## config.mk

```make
export PLATFORM = sky130hd
export DESIGN_NAME = mono_note_priority_retrigger_top
export DESIGN_NICKNAME = d
export VERILOG_FILES = /design/src/rtl/mnpr_pkg.sv /design/src/rtl/mnpr_held_mem.sv /design/src/rtl/mnpr_ring_mem.sv /design/src/rtl/mnpr_ctrl.sv /design/src/rtl/mono_note_priority_retrigger_top.sv
export SDC_FILE = /design/constraint.sdc
export NUM_CORES = 2
export LEC_CHECK = 0
export BUFFER_PORTS_ARGS = -buffer_cell sky130_fd_sc_hd__buf_2
export CAP_MARGIN = 20
export CORE_MARGIN = 3
export CORE_UTILIZATION = 42
export CTS_CLUSTER_SIZE = 8
export DETAILED_ROUTE_END_ITERATION = 6
export PLACE_DENSITY = 0.69
export SLEW_MARGIN = 20
export SYNTH_ARGS = -nofsm -noshare
export SYNTH_HDL_FRONTEND = slang
export SYNTH_SLANG_ARGS = --single-unit
```

## constraint.sdc

```tcl
create_clock -name clk_i -period 3.9 [get_ports clk_i]
set_input_delay 0.195 -clock clk_i [delete_from_list [all_inputs] [get_ports clk_i]]
set_output_delay 0.195 -clock clk_i [all_outputs]
set_load 0.01 [all_outputs]
```

## src/rtl/mnpr_pkg.sv

```systemverilog
package mnpr_pkg;

  // Table sizes
  localparam int unsigned NOTE_COUNT   = 128;
  localparam int unsigned RECENT_DEPTH = 16;

  // Fixed field widths
  localparam int unsigned NOTE_W = 7;
  localparam int unsigned VEL_W  = 7;
  localparam int unsigned OP_W   = 2;

  localparam int unsigned HELD_AW = (NOTE_COUNT > 1) ? $clog2(NOTE_COUNT) : 1;
  localparam int unsigned RING_AW = (RECENT_DEPTH > 1) ? $clog2(RECENT_DEPTH) : 1;

  // Configuration port
  localparam int unsigned CFG_IDX_W  = 1;
  localparam int unsigned CFG_DATA_W = 2;
  localparam logic [CFG_IDX_W-1:0] CFG_RETRIGGER = 1'b0;
  localparam logic [CFG_IDX_W-1:0] CFG_TRIGGER   = 1'b1;

  typedef enum logic [OP_W-1:0] {
    OP_NOTE_ON  = 2'd0,
    OP_NOTE_OFF = 2'd1,
    OP_ALL_OFF  = 2'd2
  } op_e;

  typedef enum logic [CFG_DATA_W-1:0] {
    RT_OFF     = 2'd0,
    RT_HIGHEST = 2'd1,
    RT_LOWEST  = 2'd2,
    RT_LATEST  = 2'd3
  } retrig_e;

  typedef enum logic [CFG_DATA_W-1:0] {
    TRIG_PULSE = 2'd0,
    TRIG_GATE  = 2'd1,
    TRIG_NONE  = 2'd2
  } trig_e;

  // Sequencer states
  typedef enum logic [2:0] {
    ST_IDLE,
    ST_SCAN,
    ST_RING_RD,
    ST_RING_CHK,
    ST_VEL,
    ST_DELIVER
  } st_e;

  typedef struct packed {
    logic               en;
    logic [HELD_AW-1:0] addr;
    logic [VEL_W-1:0]   data;
  } held_wr_t;

  typedef struct packed {
    logic               en;
    logic [RING_AW-1:0] addr;
    logic [NOTE_W-1:0]  data;
  } ring_wr_t;

  typedef struct packed {
    logic              sounds;
    logic [NOTE_W-1:0] note;
    logic [VEL_W-1:0]  velocity;
    logic              fire_trigger;
    logic              gate_high;
    logic              gate_low;
  } res_t;

  function automatic logic in_table(input logic [NOTE_W-1:0] note);
    return (NOTE_W+1)'(note) < (NOTE_W+1)'(NOTE_COUNT);
  endfunction

  function automatic res_t start_result(input logic [NOTE_W-1:0] note,
                                        input logic [VEL_W-1:0] vel,
                                        input trig_e trig);
    res_t r;
    r.sounds       = 1'b1;
    r.note         = note;
    r.velocity     = vel;
    r.fire_trigger = (trig == TRIG_PULSE);
    r.gate_high    = (trig == TRIG_GATE);
    r.gate_low     = 1'b0;
    return r;
  endfunction

  function automatic res_t none_result(input trig_e trig);
    res_t r;
    r          = '0;
    r.gate_low = (trig == TRIG_GATE);
    return r;
  endfunction

endpackage

```

## src/rtl/mnpr_held_mem.sv

```systemverilog
module mnpr_held_mem (
  input  logic                          clk_i,
  input  logic                          rst_ni,
  input  mnpr_pkg::held_wr_t            wr_i,
  input  logic                          clear_all_i,
  input  logic [mnpr_pkg::HELD_AW-1:0]  raddr_i,
  output logic                          held_o,
  output logic [mnpr_pkg::VEL_W-1:0]    rdata_o
);

  logic [mnpr_pkg::VEL_W-1:0]      mem [mnpr_pkg::NOTE_COUNT];
  logic [mnpr_pkg::VEL_W-1:0]      rdata_q;
  logic [mnpr_pkg::NOTE_COUNT-1:0] held_q;

  // velocity store, one write and one registered read
  always_ff @(posedge clk_i) begin
    if (wr_i.en) begin
      mem[wr_i.addr] <= wr_i.data;
    end
    rdata_q <= mem[raddr_i];
  end

  // held flags: set by a nonzero write, cleared all at once
  always_ff @(posedge clk_i or negedge rst_ni) begin
    if (!rst_ni) begin
      held_q <= '0;
    end else if (clear_all_i) begin
      held_q <= '0;
    end else if (wr_i.en) begin
      held_q[wr_i.addr] <= (wr_i.data != '0);
    end
  end

  assign held_o  = held_q[raddr_i];
  assign rdata_o = rdata_q;

endmodule

```

## src/rtl/mnpr_ring_mem.sv

```systemverilog
module mnpr_ring_mem (
  input  logic                          clk_i,
  input  logic                          rst_ni,
  input  mnpr_pkg::ring_wr_t            wr_i,
  input  logic [mnpr_pkg::RING_AW-1:0]  raddr_i,
  output logic [mnpr_pkg::NOTE_W-1:0]   rdata_o
);

  logic [mnpr_pkg::NOTE_W-1:0]       mem [mnpr_pkg::RECENT_DEPTH];
  logic [mnpr_pkg::NOTE_W-1:0]       rdata_q;
  logic [mnpr_pkg::RECENT_DEPTH-1:0] written_q;
  logic                              rvalid_q;

  always_ff @(posedge clk_i) begin
    if (wr_i.en) begin
      mem[wr_i.addr] <= wr_i.data;
    end
    rdata_q <= mem[raddr_i];
  end

  // unwritten slots read as note zero
  always_ff @(posedge clk_i or negedge rst_ni) begin
    if (!rst_ni) begin
      written_q <= '0;
      rvalid_q  <= 1'b0;
    end else begin
      if (wr_i.en) begin
        written_q[wr_i.addr] <= 1'b1;
      end
      rvalid_q <= written_q[raddr_i];
    end
  end

  assign rdata_o = rvalid_q ? rdata_q : '0;

endmodule

```

## src/rtl/mnpr_ctrl.sv

```systemverilog
module mnpr_ctrl (
  input  logic                          clk_i,
  input  logic                          rst_ni,
  input  logic                          in_valid_i,
  output logic                          in_ready_o,
  input  logic [mnpr_pkg::OP_W-1:0]     op_i,
  input  logic [mnpr_pkg::NOTE_W-1:0]   note_number_i,
  input  logic [mnpr_pkg::VEL_W-1:0]    note_velocity_i,
  input  mnpr_pkg::retrig_e             retrig_i,
  input  mnpr_pkg::trig_e               trig_i,
  output mnpr_pkg::held_wr_t            held_wr_o,
  output logic                          held_clear_o,
  output logic [mnpr_pkg::HELD_AW-1:0]  held_raddr_o,
  input  logic                          held_i,
  input  logic [mnpr_pkg::VEL_W-1:0]    held_rdata_i,
  output mnpr_pkg::ring_wr_t            ring_wr_o,
  output logic [mnpr_pkg::RING_AW-1:0]  ring_raddr_o,
  input  logic [mnpr_pkg::NOTE_W-1:0]   ring_data_i,
  output logic                          out_valid_o,
  input  logic                          out_ready_i,
  output mnpr_pkg::res_t                res_o
);

  mnpr_pkg::st_e                state_q, state_d;
  logic [mnpr_pkg::HELD_AW-1:0] idx_q, idx_d;
  logic [mnpr_pkg::RING_AW-1:0] slot_q, slot_d;
  logic [mnpr_pkg::RING_AW-1:0] cnt_q, cnt_d;
  logic [mnpr_pkg::RING_AW-1:0] wp_q, wp_d;
  logic [mnpr_pkg::NOTE_W-1:0]  found_q, found_d;
  mnpr_pkg::res_t               res_q, res_d;
  mnpr_pkg::res_t               out_q, out_d;
  logic                         out_valid_q, out_valid_d;

  mnpr_pkg::op_e op;
  logic          acc;
  logic          hit;
  logic          scan_last;
  logic          ring_last;
  logic          deliver_go;

  assign op         = mnpr_pkg::op_e'(op_i);
  assign in_ready_o = (state_q == mnpr_pkg::ST_IDLE);
  assign acc        = in_valid_i && in_ready_o;

  assign scan_last = (retrig_i == mnpr_pkg::RT_HIGHEST) ?
                     (idx_q == '0) :
                     (idx_q == mnpr_pkg::HELD_AW'(mnpr_pkg::NOTE_COUNT - 1));
  assign ring_last = (cnt_q == mnpr_pkg::RING_AW'(mnpr_pkg::RECENT_DEPTH - 1));

  // held lookup follows the scan index or the ring entry under test
  assign held_raddr_o = (state_q == mnpr_pkg::ST_SCAN) ? idx_q
                                             : ring_data_i[mnpr_pkg::HELD_AW-1:0];
  assign hit = (state_q == mnpr_pkg::ST_SCAN) ? held_i :
               ((state_q == mnpr_pkg::ST_RING_CHK) && mnpr_pkg::in_table(ring_data_i) &&
                held_i);
  assign ring_raddr_o = slot_q;

  assign deliver_go = (state_q == mnpr_pkg::ST_DELIVER) && (!out_valid_q || out_ready_i);

  // next state
  always_comb begin
    state_d = state_q;
    unique case (state_q)
      mnpr_pkg::ST_IDLE: begin
        if (acc) begin
          if (op == mnpr_pkg::OP_NOTE_OFF) begin
            if (retrig_i == mnpr_pkg::RT_HIGHEST || retrig_i == mnpr_pkg::RT_LOWEST) begin
              state_d = mnpr_pkg::ST_SCAN;
            end else begin
              state_d = mnpr_pkg::ST_RING_RD;
            end
          end else begin
            state_d = mnpr_pkg::ST_DELIVER;
          end
        end
      end
      mnpr_pkg::ST_SCAN: begin
        if (hit) begin
          state_d = mnpr_pkg::ST_VEL;
        end else if (scan_last) begin
          state_d = mnpr_pkg::ST_DELIVER;
        end
      end
      mnpr_pkg::ST_RING_RD: state_d = mnpr_pkg::ST_RING_CHK;
      mnpr_pkg::ST_RING_CHK: begin
        if (hit) begin
          state_d = mnpr_pkg::ST_VEL;
        end else if (ring_last) begin
          state_d = mnpr_pkg::ST_DELIVER;
        end else begin
          state_d = mnpr_pkg::ST_RING_RD;
        end
      end
      mnpr_pkg::ST_VEL: state_d = mnpr_pkg::ST_DELIVER;
      mnpr_pkg::ST_DELIVER: begin
        if (deliver_go) begin
          state_d = mnpr_pkg::ST_IDLE;
        end
      end
      default: state_d = mnpr_pkg::ST_IDLE;
    endcase
  end

  // outputs towards the memories
  always_comb begin
    held_wr_o         = '0;
    held_clear_o      = 1'b0;
    ring_wr_o         = '0;
    if (acc) begin
      // writes land before any search read, so no forwarding is needed
      if ((op == mnpr_pkg::OP_NOTE_ON || op == mnpr_pkg::OP_NOTE_OFF) &&
          mnpr_pkg::in_table(note_number_i)) begin
        held_wr_o.en   = 1'b1;
        held_wr_o.addr = note_number_i[mnpr_pkg::HELD_AW-1:0];
        held_wr_o.data = (op == mnpr_pkg::OP_NOTE_ON) ? note_velocity_i : '0;
      end
      held_clear_o = (op == mnpr_pkg::OP_ALL_OFF);
      if (op == mnpr_pkg::OP_NOTE_ON) begin
        ring_wr_o.en   = 1'b1;
        ring_wr_o.addr = wp_q;
        ring_wr_o.data = note_number_i;
      end
    end
  end

  // datapath registers
  always_comb begin
    idx_d   = idx_q;
    slot_d  = slot_q;
    cnt_d   = cnt_q;
    wp_d    = wp_q;
    found_d = found_q;
    res_d   = res_q;
    unique case (state_q)
      mnpr_pkg::ST_IDLE: begin
        if (acc) begin
          idx_d  = (retrig_i == mnpr_pkg::RT_HIGHEST) ?
                   mnpr_pkg::HELD_AW'(mnpr_pkg::NOTE_COUNT - 1) : '0;
          slot_d = (wp_q == '0) ? mnpr_pkg::RING_AW'(mnpr_pkg::RECENT_DEPTH - 1)
                                : wp_q - 1'b1;
          cnt_d  = '0;
          res_d  = '0;
          if (op == mnpr_pkg::OP_NOTE_ON) begin
            res_d = mnpr_pkg::start_result(note_number_i, note_velocity_i, trig_i);
            wp_d  = (wp_q == mnpr_pkg::RING_AW'(mnpr_pkg::RECENT_DEPTH - 1)) ?
                    '0 : wp_q + 1'b1;
          end
        end
      end
      mnpr_pkg::ST_SCAN: begin
        if (hit) begin
          found_d = mnpr_pkg::NOTE_W'(idx_q);
        end else if (scan_last) begin
          res_d = mnpr_pkg::none_result(trig_i);
        end else if (retrig_i == mnpr_pkg::RT_HIGHEST) begin
          idx_d = idx_q - 1'b1;
        end else begin
          idx_d = idx_q + 1'b1;
        end
      end
      mnpr_pkg::ST_RING_CHK: begin
        if (hit) begin
          found_d = ring_data_i;
        end else if (ring_last) begin
          res_d = mnpr_pkg::none_result(trig_i);
        end else begin
          slot_d = (slot_q == '0) ? mnpr_pkg::RING_AW'(mnpr_pkg::RECENT_DEPTH - 1)
                                  : slot_q - 1'b1;
          cnt_d  = cnt_q + 1'b1;
        end
      end
      mnpr_pkg::ST_VEL: begin
        res_d = (retrig_i != mnpr_pkg::RT_OFF) ?
                mnpr_pkg::start_result(found_q, held_rdata_i, trig_i) : '0;
      end
      default: ;
    endcase
  end

  // output register
  always_comb begin
    out_d       = out_q;
    out_valid_d = out_valid_q;
    if (deliver_go) begin
      out_d       = res_q;
      out_valid_d = 1'b1;
    end else if (out_ready_i) begin
      out_valid_d = 1'b0;
    end
  end

  always_ff @(posedge clk_i or negedge rst_ni) begin
    if (!rst_ni) begin
      state_q     <= mnpr_pkg::ST_IDLE;
      wp_q        <= '0;
      out_valid_q <= 1'b0;
    end else begin
      state_q     <= state_d;
      wp_q        <= wp_d;
      out_valid_q <= out_valid_d;
    end
  end

  always_ff @(posedge clk_i) begin
    idx_q   <= idx_d;
    slot_q  <= slot_d;
    cnt_q   <= cnt_d;
    found_q <= found_d;
    res_q   <= res_d;
    out_q   <= out_d;
  end

  assign out_valid_o = out_valid_q;
  assign res_o       = out_q;

  a_note_on_direct: assert property (@(posedge clk_i) disable iff (!rst_ni)
    acc && op == mnpr_pkg::OP_NOTE_ON |=> state_q == mnpr_pkg::ST_DELIVER)
    else $error("note-on did not go straight to delivery");

  a_vel_after_hit: assert property (@(posedge clk_i) disable iff (!rst_ni)
    state_q == mnpr_pkg::ST_VEL |-> $past(hit))
    else $error("velocity read without a held hit");

  a_deliver_loads: assert property (@(posedge clk_i) disable iff (!rst_ni)
    deliver_go |=> out_valid_q && state_q == mnpr_pkg::ST_IDLE)
    else $error("result not loaded into output register");

  a_no_accept_busy: assert property (@(posedge clk_i) disable iff (!rst_ni)
    state_q != mnpr_pkg::ST_IDLE |-> !in_ready_o)
    else $error("item accepted while a search is running");

  a_wp_range: assert property (@(posedge clk_i) disable iff (!rst_ni)
    32'(wp_q) < mnpr_pkg::RECENT_DEPTH)
    else $error("ring pointer out of range");

endmodule

```

## src/rtl/mono_note_priority_retrigger_top.sv

```systemverilog
// Monophonic note priority engine. Each item (note on, note off, all notes
// off) gives exactly one result. Note-on and all-notes-off go straight to
// delivery. A note-off with highest or lowest priority walks the held flags
// one note per cycle; with latest priority (or retrigger off) it walks the
// recent-note ring memory, reading and then checking each entry. A found
// note costs one more read of the velocity memory. The result sits in an
// output register, so the next item is taken while it waits. No clearing
// pass after reset: per-entry flags mark held notes and written ring slots.
module mono_note_priority_retrigger_top (
  input  logic                              clk_i,
  input  logic                              rst_ni,
  input  logic                              in_valid_i,
  output logic                              in_ready_o,
  input  logic [mnpr_pkg::OP_W-1:0]         op_i,
  input  logic [mnpr_pkg::NOTE_W-1:0]       note_number_i,
  input  logic [mnpr_pkg::VEL_W-1:0]        note_velocity_i,
  output logic                              out_valid_o,
  input  logic                              out_ready_i,
  output logic                              sounds_o,
  output logic [mnpr_pkg::NOTE_W-1:0]       note_out_o,
  output logic [mnpr_pkg::VEL_W-1:0]        velocity_out_o,
  output logic                              fire_trigger_o,
  output logic                              gate_high_o,
  output logic                              gate_low_o,
  input  logic                              cfg_we_i,
  input  logic [mnpr_pkg::CFG_IDX_W-1:0]    cfg_idx_i,
  input  logic [mnpr_pkg::CFG_DATA_W-1:0]   cfg_data_i
);

  mnpr_pkg::retrig_e            retrig_q;
  mnpr_pkg::trig_e              trig_q;

  mnpr_pkg::held_wr_t           held_wr;
  logic                         held_clear;
  logic [mnpr_pkg::HELD_AW-1:0] held_raddr;
  logic                         held;
  logic [mnpr_pkg::VEL_W-1:0]   held_rdata;
  mnpr_pkg::ring_wr_t           ring_wr;
  logic [mnpr_pkg::RING_AW-1:0] ring_raddr;
  logic [mnpr_pkg::NOTE_W-1:0]  ring_data;
  mnpr_pkg::res_t               res;

  // configuration registers; trigger code three behaves as no trigger
  always_ff @(posedge clk_i or negedge rst_ni) begin
    if (!rst_ni) begin
      retrig_q <= mnpr_pkg::RT_OFF;
      trig_q   <= mnpr_pkg::TRIG_PULSE;
    end else if (cfg_we_i) begin
      unique case (cfg_idx_i)
        mnpr_pkg::CFG_RETRIGGER: retrig_q <= mnpr_pkg::retrig_e'(cfg_data_i);
        mnpr_pkg::CFG_TRIGGER:   trig_q   <= mnpr_pkg::trig_e'(cfg_data_i);
      endcase
    end
  end

  // velocity per note plus held flags
  mnpr_held_mem u_held (
    .clk_i       (clk_i),
    .rst_ni      (rst_ni),
    .wr_i        (held_wr),
    .clear_all_i (held_clear),
    .raddr_i     (held_raddr),
    .held_o      (held),
    .rdata_o     (held_rdata)
  );

  // ring of recent note-ons, used by latest priority and by retrigger off
  mnpr_ring_mem u_ring (
    .clk_i   (clk_i),
    .rst_ni  (rst_ni),
    .wr_i    (ring_wr),
    .raddr_i (ring_raddr),
    .rdata_o (ring_data)
  );

  // sequencer: updates, searches and result register
  mnpr_ctrl u_ctrl (
    .clk_i           (clk_i),
    .rst_ni          (rst_ni),
    .in_valid_i      (in_valid_i),
    .in_ready_o      (in_ready_o),
    .op_i            (op_i),
    .note_number_i   (note_number_i),
    .note_velocity_i (note_velocity_i),
    .retrig_i        (retrig_q),
    .trig_i          (trig_q),
    .held_wr_o       (held_wr),
    .held_clear_o    (held_clear),
    .held_raddr_o    (held_raddr),
    .held_i          (held),
    .held_rdata_i    (held_rdata),
    .ring_wr_o       (ring_wr),
    .ring_raddr_o    (ring_raddr),
    .ring_data_i     (ring_data),
    .out_valid_o     (out_valid_o),
    .out_ready_i     (out_ready_i),
    .res_o           (res)
  );

  assign sounds_o       = res.sounds;
  assign note_out_o     = res.note;
  assign velocity_out_o = res.velocity;
  assign fire_trigger_o = res.fire_trigger;
  assign gate_high_o    = res.gate_high;
  assign gate_low_o     = res.gate_low;

endmodule

```

==> reports/metrics.cfg <==
[placed_design]
gp_congestion=0.897
dpl.hpwl_um=83400
placed_cells=5828
io_buffers=43
post-place-ws_ps=-182
place_area_mm2=0.0550

[setup_path]
timing.critical_path.arrival_ps=4480
endpoint_kind=flop
start_kind=flop
cp.required_ps=4560
path_class=flop to flop
crit_fanout=59

[sta]
finalSetupViolCount=0
period_share_pct=97.7
worst_pin_slew_ps=1020
fin_crit_ps=3810
finalClockSkew_ps=29.8
hold_viol_final=0
setup_slack_ps=89.0
hold_ws_ps=54.1
fmax_ghz=0.262
relSlewSlack_pct=32.3
grt_setup_unrepaired=true
slew_viol_final=0

[worst_hold_path]
hp-class=input pin to flop

[floorplan]
coreArea_mm2=0.121
die_h_um=356
die-area_mm2=0.127
ios=44
start_util_pct=42.6
rows=127
die_w_um=356

[finish]
fillers=10100
areaGrowthSynthToFinish_pct=17.6
finalInstanceArea_mm2=0.0606
drive_gt1_share_pct=13.9
layout.nets=4464
stdcell_count=6159

[yosys]
synthArstFlopShare_pct=12.7
synth.area.top_cells=edfxtp_1 62%, nand2_1 8.2%, dfrtp_1 7.6%, nand3_1 4.2%, a311oi_1 2.4%
ys.warnings.count=0
synth_nets=4237
ys_types=67
ys_ff_latch=1237
synth_area_leader_cell=edfxtp_1
syn_area_per_cell_um2=12.3
syn_inst=4199
synth.most_common_cell=nand2_1
synthesis.area_mm2=0.0515
synth_top_area_share_pct=62.2
yosysSeqAreaShare_pct=70.3
synth_ff_type=edfxtp_1
synth_commonest_cells=1,119 x nand2_1, 1,066 x edfxtp_1, 434 x nand3_1
synth_edf_count=1066

[power]
pwr_density_cell_mw_per_mm2=465
power_mw=28.2
p_leak_nw=20.6
vdd_drop_max_mv=0.364

[clock_network]
clockBufferDepth=3
clockRootBuffer=clkbuf_16
clkTransAtPathRegs_ps=50
cts_sinks=1237
insertion_delay_ps=770
cts_buffers=172
cts_tree=done
htreeDepth=4

[global_route]
grt_max_degree=146
grt_pass1_wl_um=212000
grt_use_total_pct=21.7
grt_pass1_vias=34700
grt-ovfl-total=0
antenna_found_initial=1

[drt]
dr.pass1.iters=7
vias=35800
drc_errors=2
routedWlPerCell_um=23.0
ant_nets=0
viasPerCell=5.81
drtIter0Drc=4701
drt_wl_total_um=141000

[status]
outcome=finished with violations
violations=design-rule violations

[flow_run]
max_cap_viol_count=0

[worst max-delay path: stages, from the launching register on]
cell and delay [ps]:
dfrtp_1 370, or3b_1 410, buf_4 200, buf_4 210, a21oi_4 270, buf_12 260
buf_16 270, nand2_1 80, nand3_1 110, and3_1 190, a311oi_1 60, buf_4 170
nor3_1 500, o32ai_1 220, buf_4 170, a221oi_2 180
[timing repair]
| action | CTS | global route |
|---|---|---|
| gates cloned | 0 | 5 |
| gates resized for setup | 7 | 31 |
| buffers inserted | 0 | 4 |
| setup endpoints to repair | 5 | 33 |
| pin swaps | 0 | 7 |
| hold endpoints to repair | 127 | 0 |
| hold buffers | 27 | 0 |
[metrics by stage]
step | TNS, ps | util, %
finish | 0 | 50.2
CTS | 0 | 49.9
detailed placement | -641 | 45.5
global route | -21.1 | 50.2
global placement | -414 | 45.5
floorplan | 0 | -
[cells by family after synthesis]
kind of cell	share of synthesized area, %
multiplexers	2.49
buffers and inverters	2.91
XOR/XNOR	0.221
AND/OR/NAND/NOR	15.9
flip-flops	70.3
adder cells (fa/ha/maj)	0.355
AO/OA/AOI/OAI	7.76
[power by group]
part           switching [mW]  internal, mW
registers             0.00410          14.2
logic                   0.107        0.0671
clock network            5.54          8.25
total                    5.65          22.5
[flip-flops by register name (all words and copies together), names as in the netlist]
name,flops
u_ctrl.res_o,18
u_held.rdata_o,7
u_held.held_q,128
u_ctrl.idx_q,7
u_ctrl.ring_raddr_o,4
trig_q,2
u_ctrl.found_q,7
u_ring.written_q,16
u_held.mem,896
u_ring.rdata_q,7
u_ctrl.cnt_q,4
u_ring.rvalid_q,1
u_ctrl.out_valid_o,1
retrig_q,2
u_ctrl.wp_q,4
u_ctrl.state_q,3
u_ctrl.res_q,18
u_ring.mem,112
[per-layer routing]
metal	track usage, %	wire length, um
met4	8.87	5770
met1	29.2	55600
met5	0	0
met3	3.91	12600
met2	34.9	67600
[area by class of cell]
class                      instances  area, um^2  area share, %
antenna                            1        2.50        0.00413
clock buffer                     279        4730           7.80
clock inverter                    15         280          0.463
inverter                          21        78.8          0.130
multi-input combinational       2634       14000           23.1
sequential                      1237       36200           59.8
tap                             1612        2020           3.33
timing repair buffer             360        3250           5.36
[final timing paths]
path / slack (ps) / end / cells past startpoint / from
min in group asynchronous: 100 / trig_q[0]$_DFFE_PN0P_ / 2 / rst_ni
max in group asynchronous: 2800 / u_held.held_q[27]$_DFFE_PN0P_ / 3 / rst_ni
worst min register to register: 420 / u_ctrl.res_o[14]$_DFFE_PP_ / 0 / u_ctrl.res_q[14]$_DFFE_PP_
worst min-delay path: 50 / u_ctrl.res_q[12]$_DFFE_PP_ / 2 / note_number_i[2]
worst max register to register: 90 / u_held.rdata_o[5]$_DFF_P_ / 15 / u_ctrl.state_q[2]$_DFFE_PN0P_
worst max-delay path: 90 / u_held.rdata_o[5]$_DFF_P_ / 15 / u_ctrl.state_q[2]$_DFFE_PN0P_
[cells in the final DEF, fill, tap and decap left out, types with 7 or more instances in the layout]
cell	count
o32ai_1	7
mux2i_1	27
inv_1	21
nand3_1	430
a311o_1	7
buf_2	42
nand2_1	1117
nor2b_1	8
a311oi_1	134
nand4_1	13
nor2_1	176
o21ai_0	155
nand2b_1	7
a211oi_1	17
a21oi_1	185
and3_1	79
or2_2	16
dlygate4sd3_1	27
and2_4	7
a22oi_1	10
clkbuf_16	177
mux4_2	40
buf_12	30
dfxtp_1	14
a31oi_1	19
ha_1	13
a311oi_2	7
and2_1	10
dfrtp_1	157
nor3_1	29
clkbuf_1	106
a22o_1	14
a221oi_1	13
buf_4	244
xnor2_1	10
edfxtp_1	1066
Note: power is estimated with default switching activity, not from simulation.
